--- src/rtl/h2r_pkg.sv ---
// Shared types and constants for the HSV to RGB pixel converter.
// Used by h2r_div_full and hsv_to_rgb_pixel; depends on nothing else.

package h2r_pkg;

    localparam int CHANNEL_BITS = 8;
    localparam int HUE_BITS     = 9;
    localparam int REM_BITS     = 6;
    localparam int COUNT_BITS   = 4;
    localparam int SCALE_BITS   = 14;
    localparam int PROD_BITS    = CHANNEL_BITS + SCALE_BITS;
    localparam int PRE_SHIFT    = 2;
    localparam int QUOT_BITS    = PROD_BITS - PRE_SHIFT;
    localparam int RECIP_SHIFT  = 32;
    localparam int RECIP_BITS   = 21;
    localparam int RESID_BITS   = 13;

    localparam logic [CHANNEL_BITS-1:0] CHANNEL_MAX = 8'd255;
    localparam logic [REM_BITS-1:0]     SECTOR_DEG  = 6'd60;
    localparam logic [SCALE_BITS-1:0]   FULL_SCALE  = 14'd15300;

    // 15300 = 4 * 3825; the divide by four is a shift, the rest uses a reciprocal.
    localparam longint unsigned         DIV_BASE_L = 64'd3825;
    localparam logic [RESID_BITS-1:0]   DIV_BASE   = 13'd3825;
    localparam logic [RECIP_BITS-1:0]   RECIP      =
        RECIP_BITS'((64'd1 << RECIP_SHIFT) / DIV_BASE_L);

    typedef enum logic [2:0] {
        SEC_RED_YEL = 3'd0,
        SEC_YEL_GRN = 3'd1,
        SEC_GRN_CYN = 3'd2,
        SEC_CYN_BLU = 3'd3,
        SEC_BLU_MAG = 3'd4,
        SEC_MAG_RED = 3'd5
    } h2r_sector_t;

    typedef struct packed {
        logic [HUE_BITS-1:0]     hue_deg;
        logic [CHANNEL_BITS-1:0] saturation;
        logic [CHANNEL_BITS-1:0] brightness;
    } hsv_pixel_t;

    typedef struct packed {
        logic [CHANNEL_BITS-1:0] red;
        logic [CHANNEL_BITS-1:0] green;
        logic [CHANNEL_BITS-1:0] blue;
    } rgb_pixel_t;

    // Load enables for the two divider stages.
    typedef struct packed {
        logic est;
        logic fix;
    } h2r_div_en_t;

endpackage

--- src/rtl/h2r_div_full.sv ---
// Two-stage floor division of a product by the full scale 15300.
// Depends on h2r_pkg for widths, the reciprocal and the enable struct.

module h2r_div_full (
    input  logic                                clk,
    input  h2r_pkg::h2r_div_en_t                en,
    input  logic [h2r_pkg::PROD_BITS-1:0]       dividend,
    output logic [h2r_pkg::CHANNEL_BITS-1:0]    quotient
);

    logic [h2r_pkg::QUOT_BITS-1:0]                      quar;
    logic [h2r_pkg::QUOT_BITS+h2r_pkg::RECIP_BITS-1:0]  recip_prod;
    logic [h2r_pkg::QUOT_BITS-1:0]                      quar_reg;
    logic [h2r_pkg::CHANNEL_BITS-1:0]                   est_next;
    logic [h2r_pkg::CHANNEL_BITS-1:0]                   est_reg;
    logic [h2r_pkg::QUOT_BITS-1:0]                      back_prod;
    logic [h2r_pkg::QUOT_BITS-1:0]                      resid_full;
    logic [h2r_pkg::RESID_BITS-1:0]                     resid;
    logic [h2r_pkg::CHANNEL_BITS-1:0]                   quot_next;
    logic [h2r_pkg::CHANNEL_BITS-1:0]                   quot_reg;

    // The reciprocal is rounded down, so the estimate is the quotient or one less.
    always_comb
    begin
        quar       = dividend[h2r_pkg::PROD_BITS-1:h2r_pkg::PRE_SHIFT];
        recip_prod = (h2r_pkg::QUOT_BITS+h2r_pkg::RECIP_BITS)'(quar)
                   * (h2r_pkg::QUOT_BITS+h2r_pkg::RECIP_BITS)'(h2r_pkg::RECIP);
        est_next   = recip_prod[h2r_pkg::RECIP_SHIFT +: h2r_pkg::CHANNEL_BITS];
    end

    always_comb
    begin
        back_prod  = h2r_pkg::QUOT_BITS'(est_reg) * h2r_pkg::QUOT_BITS'(h2r_pkg::DIV_BASE);
        resid_full = quar_reg - back_prod;
        resid      = resid_full[h2r_pkg::RESID_BITS-1:0];
        quot_next  = est_reg + h2r_pkg::CHANNEL_BITS'(resid >= h2r_pkg::DIV_BASE);
    end

    always_ff @(posedge clk)
    begin
        if (en.est)
        begin
            quar_reg <= quar;
            est_reg  <= est_next;
        end
        if (en.fix)
        begin
            quot_reg <= quot_next;
        end
    end

    assign quotient = quot_reg;

endmodule

--- src/rtl/hsv_to_rgb_pixel.sv ---
// HSV to RGB pixel converter, six register stages.
// An accepted input passes through stages 1 to 6 in order to output valid.
// Throughput: one pixel per cycle; each stage holds when the one after it is
// full and stalled, so a stall only backs up as far as the first empty stage.
// Reset clears the stage valid bits only; the data registers are not reset.
// Depends on h2r_pkg and h2r_div_full.

module hsv_to_rgb_pixel (
    input  logic                clk,
    input  logic                rst_n,
    input  logic                hsv_valid,
    output logic                hsv_ready,
    input  h2r_pkg::hsv_pixel_t hsv,
    output logic                rgb_valid,
    input  logic                rgb_ready,
    output h2r_pkg::rgb_pixel_t rgb
);

    localparam int STAGES = 6;
    localparam int CB     = h2r_pkg::CHANNEL_BITS;

    logic [STAGES:1]   vld_reg;
    logic [STAGES+1:1] adv;

    // Stage 1: sector and remainder of the hue.
    logic [h2r_pkg::COUNT_BITS-1:0]  hue_count;
    logic [h2r_pkg::HUE_BITS-1:0]    hue_base;
    logic [h2r_pkg::HUE_BITS-1:0]    hue_diff;
    h2r_pkg::h2r_sector_t            sec1_next;
    h2r_pkg::h2r_sector_t            sec1_reg;
    logic [h2r_pkg::REM_BITS-1:0]    rem1_next;
    logic [h2r_pkg::REM_BITS-1:0]    rem1_reg;
    logic [CB-1:0]                   sat1_reg;
    logic [CB-1:0]                   val1_reg;

    // Stage 2: numerators of p, q and t.
    logic [h2r_pkg::SCALE_BITS-1:0]  sq_prod;
    logic [h2r_pkg::SCALE_BITS-1:0]  st_prod;
    h2r_pkg::h2r_sector_t            sec2_reg;
    logic [CB-1:0]                   val2_reg;
    logic [CB-1:0]                   np2_next;
    logic [CB-1:0]                   np2_reg;
    logic [h2r_pkg::SCALE_BITS-1:0]  nq2_next;
    logic [h2r_pkg::SCALE_BITS-1:0]  nq2_reg;
    logic [h2r_pkg::SCALE_BITS-1:0]  nt2_next;
    logic [h2r_pkg::SCALE_BITS-1:0]  nt2_reg;

    // Stage 3: products with the value channel.
    h2r_pkg::h2r_sector_t            sec3_reg;
    logic [CB-1:0]                   val3_reg;
    logic [2*CB-1:0]                 pp3_next;
    logic [2*CB-1:0]                 pp3_reg;
    logic [h2r_pkg::PROD_BITS-1:0]   pq3_next;
    logic [h2r_pkg::PROD_BITS-1:0]   pq3_reg;
    logic [h2r_pkg::PROD_BITS-1:0]   pt3_next;
    logic [h2r_pkg::PROD_BITS-1:0]   pt3_reg;

    // Stages 4 and 5: divisions.
    logic [2*CB:0]                   p_sum;
    h2r_pkg::h2r_sector_t            sec4_reg;
    logic [CB-1:0]                   val4_reg;
    logic [CB-1:0]                   p4_reg;
    h2r_pkg::h2r_sector_t            sec5_reg;
    logic [CB-1:0]                   val5_reg;
    logic [CB-1:0]                   p5_reg;
    logic [CB-1:0]                   q5;
    logic [CB-1:0]                   t5;
    h2r_pkg::h2r_div_en_t            div_en;

    // Stage 6: routing into the output register.
    h2r_pkg::rgb_pixel_t             rgb_next;
    h2r_pkg::rgb_pixel_t             rgb_reg;

    // A stage may load when it is empty or when its content moves on.
    always_comb
    begin
        adv[STAGES+1] = rgb_ready;
        for (int k = STAGES; k >= 1; k--)
        begin
            adv[k] = !vld_reg[k] || adv[k+1];
        end
    end

    assign hsv_ready = adv[1];
    assign rgb_valid = vld_reg[STAGES];
    assign rgb       = rgb_reg;

    always_ff @(posedge clk or negedge rst_n)
    begin
        if (!rst_n)
        begin
            vld_reg <= '0;
        end
        else
        begin
            if (adv[1])
            begin
                vld_reg[1] <= hsv_valid;
            end
            for (int k = 2; k <= STAGES; k++)
            begin
                if (adv[k])
                begin
                    vld_reg[k] <= vld_reg[k-1];
                end
            end
        end
    end

    // Hues of 360 and above count past five and fall into the last sector.
    always_comb
    begin
        hue_count = '0;
        for (int k = 1; k <= 8; k++)
        begin
            hue_count = hue_count + h2r_pkg::COUNT_BITS'(
                hsv.hue_deg >= h2r_pkg::HUE_BITS'(k * 60));
        end
        hue_base  = h2r_pkg::HUE_BITS'(hue_count) * h2r_pkg::HUE_BITS'(h2r_pkg::SECTOR_DEG);
        hue_diff  = hsv.hue_deg - hue_base;
        rem1_next = hue_diff[h2r_pkg::REM_BITS-1:0];
        if (hue_count >= h2r_pkg::COUNT_BITS'(h2r_pkg::SEC_MAG_RED))
        begin
            sec1_next = h2r_pkg::SEC_MAG_RED;
        end
        else
        begin
            sec1_next = h2r_pkg::h2r_sector_t'(hue_count[2:0]);
        end
    end

    always_comb
    begin
        sq_prod  = h2r_pkg::SCALE_BITS'(sat1_reg) * h2r_pkg::SCALE_BITS'(rem1_reg);
        st_prod  = h2r_pkg::SCALE_BITS'(sat1_reg)
                 * h2r_pkg::SCALE_BITS'(h2r_pkg::SECTOR_DEG - rem1_reg);
        np2_next = h2r_pkg::CHANNEL_MAX - sat1_reg;
        nq2_next = h2r_pkg::FULL_SCALE - sq_prod;
        nt2_next = h2r_pkg::FULL_SCALE - st_prod;
    end

    always_comb
    begin
        pp3_next = (2*CB)'(val2_reg) * (2*CB)'(np2_reg);
        pq3_next = h2r_pkg::PROD_BITS'(val2_reg) * h2r_pkg::PROD_BITS'(nq2_reg);
        pt3_next = h2r_pkg::PROD_BITS'(val2_reg) * h2r_pkg::PROD_BITS'(nt2_reg);
    end

    // Exact floor division by 255 for any product of two 8-bit channels.
    assign p_sum = (2*CB+1)'(pp3_reg) + (2*CB+1)'(pp3_reg >> CB) + (2*CB+1)'(1);

    assign div_en.est = adv[4];
    assign div_en.fix = adv[5];

    h2r_div_full u_div_q (
        .clk      (clk),
        .en       (div_en),
        .dividend (pq3_reg),
        .quotient (q5)
    );

    h2r_div_full u_div_t (
        .clk      (clk),
        .en       (div_en),
        .dividend (pt3_reg),
        .quotient (t5)
    );

    always_comb
    begin
        unique case (sec5_reg)
            h2r_pkg::SEC_RED_YEL:
            begin
                rgb_next.red = val5_reg; rgb_next.green = t5;       rgb_next.blue = p5_reg;
            end
            h2r_pkg::SEC_YEL_GRN:
            begin
                rgb_next.red = q5;       rgb_next.green = val5_reg; rgb_next.blue = p5_reg;
            end
            h2r_pkg::SEC_GRN_CYN:
            begin
                rgb_next.red = p5_reg;   rgb_next.green = val5_reg; rgb_next.blue = t5;
            end
            h2r_pkg::SEC_CYN_BLU:
            begin
                rgb_next.red = p5_reg;   rgb_next.green = q5;       rgb_next.blue = val5_reg;
            end
            h2r_pkg::SEC_BLU_MAG:
            begin
                rgb_next.red = t5;       rgb_next.green = p5_reg;   rgb_next.blue = val5_reg;
            end
            default:
            begin
                rgb_next.red = val5_reg; rgb_next.green = p5_reg;   rgb_next.blue = q5;
            end
        endcase
    end

    always_ff @(posedge clk)
    begin
        if (adv[1])
        begin
            sec1_reg <= sec1_next;
            rem1_reg <= rem1_next;
            sat1_reg <= hsv.saturation;
            val1_reg <= hsv.brightness;
        end
        if (adv[2])
        begin
            sec2_reg <= sec1_reg;
            val2_reg <= val1_reg;
            np2_reg  <= np2_next;
            nq2_reg  <= nq2_next;
            nt2_reg  <= nt2_next;
        end
        if (adv[3])
        begin
            sec3_reg <= sec2_reg;
            val3_reg <= val2_reg;
            pp3_reg  <= pp3_next;
            pq3_reg  <= pq3_next;
            pt3_reg  <= pt3_next;
        end
        if (adv[4])
        begin
            sec4_reg <= sec3_reg;
            val4_reg <= val3_reg;
            p4_reg   <= p_sum[2*CB-1:CB];
        end
        if (adv[5])
        begin
            sec5_reg <= sec4_reg;
            val5_reg <= val4_reg;
            p5_reg   <= p4_reg;
        end
        if (adv[6])
        begin
            rgb_reg  <= rgb_next;
        end
    end

endmodule
--- config.mk ---
export PLATFORM = sky130hd
export DESIGN_NAME = hsv_to_rgb_pixel
export DESIGN_NICKNAME = d
export VERILOG_FILES = /design/src/rtl/h2r_pkg.sv /design/src/rtl/h2r_div_full.sv /design/src/rtl/hsv_to_rgb_pixel.sv
export SDC_FILE = /design/constraint.sdc
export NUM_CORES = 2
export LEC_CHECK = 0
export ABC_AREA = 1
export BUFFER_PORTS_ARGS = -buffer_cell sky130_fd_sc_hd__buf_2
export CORE_MARGIN = 2
export CORE_UTILIZATION = 35
export CTS_BUF_LIST = sky130_fd_sc_hd__clkbuf_4
export CTS_CLUSTER_DIAMETER = 100
export DETAILED_ROUTE_END_ITERATION = 10
export SLEW_MARGIN = 0
export SYNTH_ARGS = -nofsm -noshare
export SYNTH_HDL_FRONTEND = slang
export SYNTH_HIERARCHICAL = 1
export SYNTH_SLANG_ARGS = --single-unit
--- constraint.sdc ---
create_clock -name clk -period 6.72 [get_ports clk]
set_input_delay 1.344 -clock clk [delete_from_list [all_inputs] [get_ports clk]]
set_output_delay 1.344 -clock clk [all_outputs]
set_load 0.05 [all_outputs]
After elaboration in Yosys (flattened, before gate mapping)
Cells that the tools add are included.

Bits in registers: 269. Input port bits: 29. Output and inout bits: 26. Logic and storage cells: 92.

$add $sub $neg: 18. Multipliers: 10. $lt $le $gt $ge: 11. Eq/ne operators: 4. Multiplexer cells: 1. Reductions and logical operators: 13.

Operators by type and width (count): case mux 24 bit (5 select lines) (1); multiplier 20 x 21 -> 40 bit, second input constant (2); multiplier 8 x 14 -> 22 bit (2); >= comparator 9 bit, second input constant (4); subtractor 14 bit, first input constant (2); >= comparator 13 x 12 -> 1 bit, second input constant (2); multiplier 8 x 12 -> 13 bit, second input constant (2); subtractor 13 bit (2); >= comparator 9 x 8 -> 1 bit, second input constant (2); adder 16 x 1 -> 16 bit, second input constant (1); adder 16 x 8 -> 16 bit (1); adder 4 x 1 -> 4 bit (4); adder 8 x 1 -> 8 bit (2); multiplier 8 x 8 -> 16 bit (1); multiplier 8 x 6 -> 14 bit (1); multiplier 9 x 7 -> 14 bit (1); >= comparator 9 x 6 -> 1 bit, second input constant (1); >= comparator 9 x 7 -> 1 bit, second input constant (1); subtractor 8 bit, first input constant (1); subtractor 6 x 6 -> 7 bit, first input constant (1); equality test 3 x 2 -> 1 bit, second input constant (2); zero test 1 bit (6); logical OR 1 bit (6); subtractor 6 bit (1); 8 further kinds (8).

Logic depth before layout (Yosys ltp)
Depth in word-level cells: 10. Gate-level depth with buffers: 26. Mapped depth without buffers: 26.

Modules after synthesis
Netlist, hierarchy kept.

By module, submodules not included: hsv_to_rgb_pixel (instances 1, cells each 2588, area each 21833.4 sq um, seq. area each 6246.0 sq um); h2r_div_full (instances 2, cells each 1153, area each 9182.6 sq um, seq. area each 870.8 sq um).

Worst setup path before layout
OpenSTA, ideal clock, no wires.

Path type: in2out. From: input port rgb_ready. To: output port hsv_ready. Arrival: 4912 ps. Data required time: 5376 ps. Slack: 464 ps. Cell stages on the path: 6. Buffers on the path: 0. Cells stage by stage: nor2_1 nand2_1 nor2_2 nand2_1 nor2_2 nand2_1.

Cells in the longest elaborated chain, start to end: 6.

RTL lines: start, declared (line hsv_to_rgb_pixel.sv:15) `input logic rgb_ready,`; logical OR 1 bit (2 in a row) (line hsv_to_rgb_pixel.sv:80) `adv[k] = !vld_reg[k] || adv[k+1];`; via adv, one bit (line hsv_to_rgb_pixel.sv:23) `logic [STAGES+1:1] adv;`; logical OR 1 bit (2 in a row) (line hsv_to_rgb_pixel.sv:80); via adv, one bit (line hsv_to_rgb_pixel.sv:23); logical OR 1 bit (2 in a row) (line hsv_to_rgb_pixel.sv:80); end, declared (line hsv_to_rgb_pixel.sv:12) `output logic hsv_ready,`.

The timed path passes the listed nets, and every way through them passes these cells.

Worst setup path in the final report
From: register pq3_reg[20] (netlist name). To: register u_div_q/est_reg[5] (netlist name), data pin.

Cells in the longest elaborated chain, start to end: 1.

RTL lines: start, declared (line hsv_to_rgb_pixel.sv:54) `logic [h2r_pkg::PROD_BITS-1:0] pq3_reg;`; start signal, assigned (line hsv_to_rgb_pixel.sv:221) `pq3_reg <= pq3_next;`; multiplier 20 x 21 -> 40 bit (line h2r_div_full.sv:27) `* (h2r_pkg::QUOT_BITS+h2r_pkg::RECIP_BITS)'(h2r_pkg::RECIP);`; via u_div_q.recip_prod, one bit (line h2r_div_full.sv:12) `logic [h2r_pkg::QUOT_BITS+h2r_pkg::RECIP_BITS-1:0] recip_prod;`; end signal, assigned (line h2r_div_full.sv:44) `est_reg <= est_next;`; end, declared (line h2r_div_full.sv:15) `logic [h2r_pkg::CHANNEL_BITS-1:0] est_reg;`.

The timed path passes the listed nets, and every way through them passes these cells. A chain may end at the register's enable or synchronous reset.

==> impl_results.md <==
* Relative max-transition margin at 29.3%
* Setup CP Type: flop to flop
* RD Place Congestion at between 0.9 and 1
* Critical path required time at 7290 ps
* DR vias at 29500
* Io pins at 55
* Post-Syn Instances at just under 5000
* Final WL at 85000 microns
* Clock Sinks at about 260
* Final Hold Viols at 0
* Final antenna-violating net count at 0
* H-tree Lvls at 3
* Clock-pin slew on the worst setup and hold paths at 60 ps
* R2r startpoint: pq3_reg[20]
* Worst Path Arrival at a little over 6000 ps
* Max-Cap Viols at 0
* CP endpoint: u_div_q/est_reg[5]
* Largest net degree at the start of global routing at 69
* TNS Setup at 0 ps
* PortBufs at 54
* Drt via density at 4.53
* Initial drt markers at 1446
* Initial antenna violation count at 3
* Cts hold-fix bufs at 0
* Hold crit path type: input pin to async pin
* CTS tree: built
* TritonRoute pass-1 iters at 5
* CP Capture Type: flop
* Root buffer cell: clkbuf_4
* Critical path fanouts, max at 6
* Worst-Skew Late Latency at just over 800 ps
* Setup crit start kind: flop
* Crit Reg-Reg Endpoint: u_div_q/est_reg[5]
* Post-CTS setup buffers at 0
* FF-to-FF setup slack at roughly 1200 ps
* RSZ-0062 raised after global routing: no
* Post-Syn Area at 40100 sq um
* Setup Viol. Count Final at 0
* Bufs on Longest Clock Path at 3
* Layout cell share with drive strength beyond 1 at 5.62%
* Crit path time final at 5490 ps
* Chip height at ~340 microns
* First-pass GRT wire length at 146000 microns
* Die area at 117000 sq um
* Slew Viols, Final at 0
* Worst-margin pin slew at 1060 ps
* Starting Density at 35.2%
* Yosys Warn Count at 6
* Clk_skew at 42.7 ps
* Die Span X at 342 microns
* Mean area per synthesized cell at 8.20 sq um
* DP Area at between 40000 and 50000 sq um
* Period utilisation layout at 81.7%
* Final net count at 6091
* R2R cell count at 20
* Largest register FFs at 24
* Post-cts sizing count at 0
* Grt total ovfl at 0
* Design Area, Final at 42900 sq um
* Detailed placement HPWL at 70400 microns
* Wire length per cell at 13.0 microns
* Row count at 124
* Core footprint at 114000 sq um
* Worst Setup SP: pq3_reg[20]
* Status: completed
* Vias in the first global route at roughly 30000
* Syn_nets at 6030
* Cts bufs inserted at 74
* Overall routing resource usage at 15.0%
* Layout overhead on the synthesized area at 7.10%
* DRC viols at 0
* FMAX at between 0.15 and 0.2 GHz
[layout by cell type (no fill, tap or decap), drive strengths merged, types with 7 or more instances in the layout]
cell / n
inv: 1328
nand2: 1222
ha: 660
fa: 452
nor2: 277
edfxtp: 258
nand3: 141
a21oi: 139
clkbuf: 103
buf: 72
o21ai: 68
xor2: 57
nand4: 41
xnor2: 33
nor3: 22
clkinv: 20
o21bai: 19
a22oi: 13
a31oi: 10
or2: 9
o22ai: 7
o211ai: 7
[metal layers]
metal | GRT usage (%) | part of all wire (%) | vias up
met2 | 25.0 | 46 | 451
met1 | 20.8 | 49 | 14000
li1 | - | - | 15000
met3 | 1.97 | 3.4 | 75
met4 | 2.95 | 1.4 | 0
met5 | 0 | 0 | -
[worst max-delay path, cell delays in order (launching register included)]
cell and delay (ps):
edfxtp_1 500, inv_1 80, ha_1 330, inv_1 70, fa_1 410, inv_1 80, fa_1 450, fa_1 510
fa_1 550, inv_1 50, fa_1 560, fa_1 420, ha_1 360, a21oi_1 230, o21ai_0 160, a21oi_1 140
nand2_1 60, nand2_1 90, nand3_1 80, nand2_1 70, nand2_1 40
[area by class of cell]
| class | instances | area, sq um |
|---|---|---|
| Antenna cell | 4 | 10.0 |
| Fill cell | 11800 | 71100 |
| Timing Repair Buffer | 72 | 405 |
| Sequential cell | 264 | 7900 |
| Inverter | 1325 | 4970 |
| Clock inverter | 26 | 154 |
| Multi-Input combinational cell | 3213 | 26800 |
| Clock buffer | 103 | 773 |
| Tap cell | 1512 | 1890 |
[metrics by stage]
stage | hold slack (ps) | setup WS, ps | util (%) | std cells
after floorplan | 400 | 527 | - | 4889
after global placement | 401 | 861 | 36.8 | 6386
after detailed placement | 405 | 816 | 36.8 | 6386
after CTS | 259 | 1200 | 37.7 | 6515
after global routing | 250 | 896 | 37.7 | 6519
final | 351 | 1230 | 37.7 | 6519
[how the worst min path moves through the flow]
stage	end	slack, ps	cells past startpoint
finish	vld_reg[6]	350	1
floorplan	p5_reg[0]	400	0
detailed placement	p5_reg[6]	400	0
global placement	val4_reg[4]	400	0
global route	vld_reg[6]	250	1
CTS	vld_reg[6]	260	1
Power is left out: the tool's default activity adds up to more than one toggle a clock period on the data nets, which glitch-free logic cannot reach.
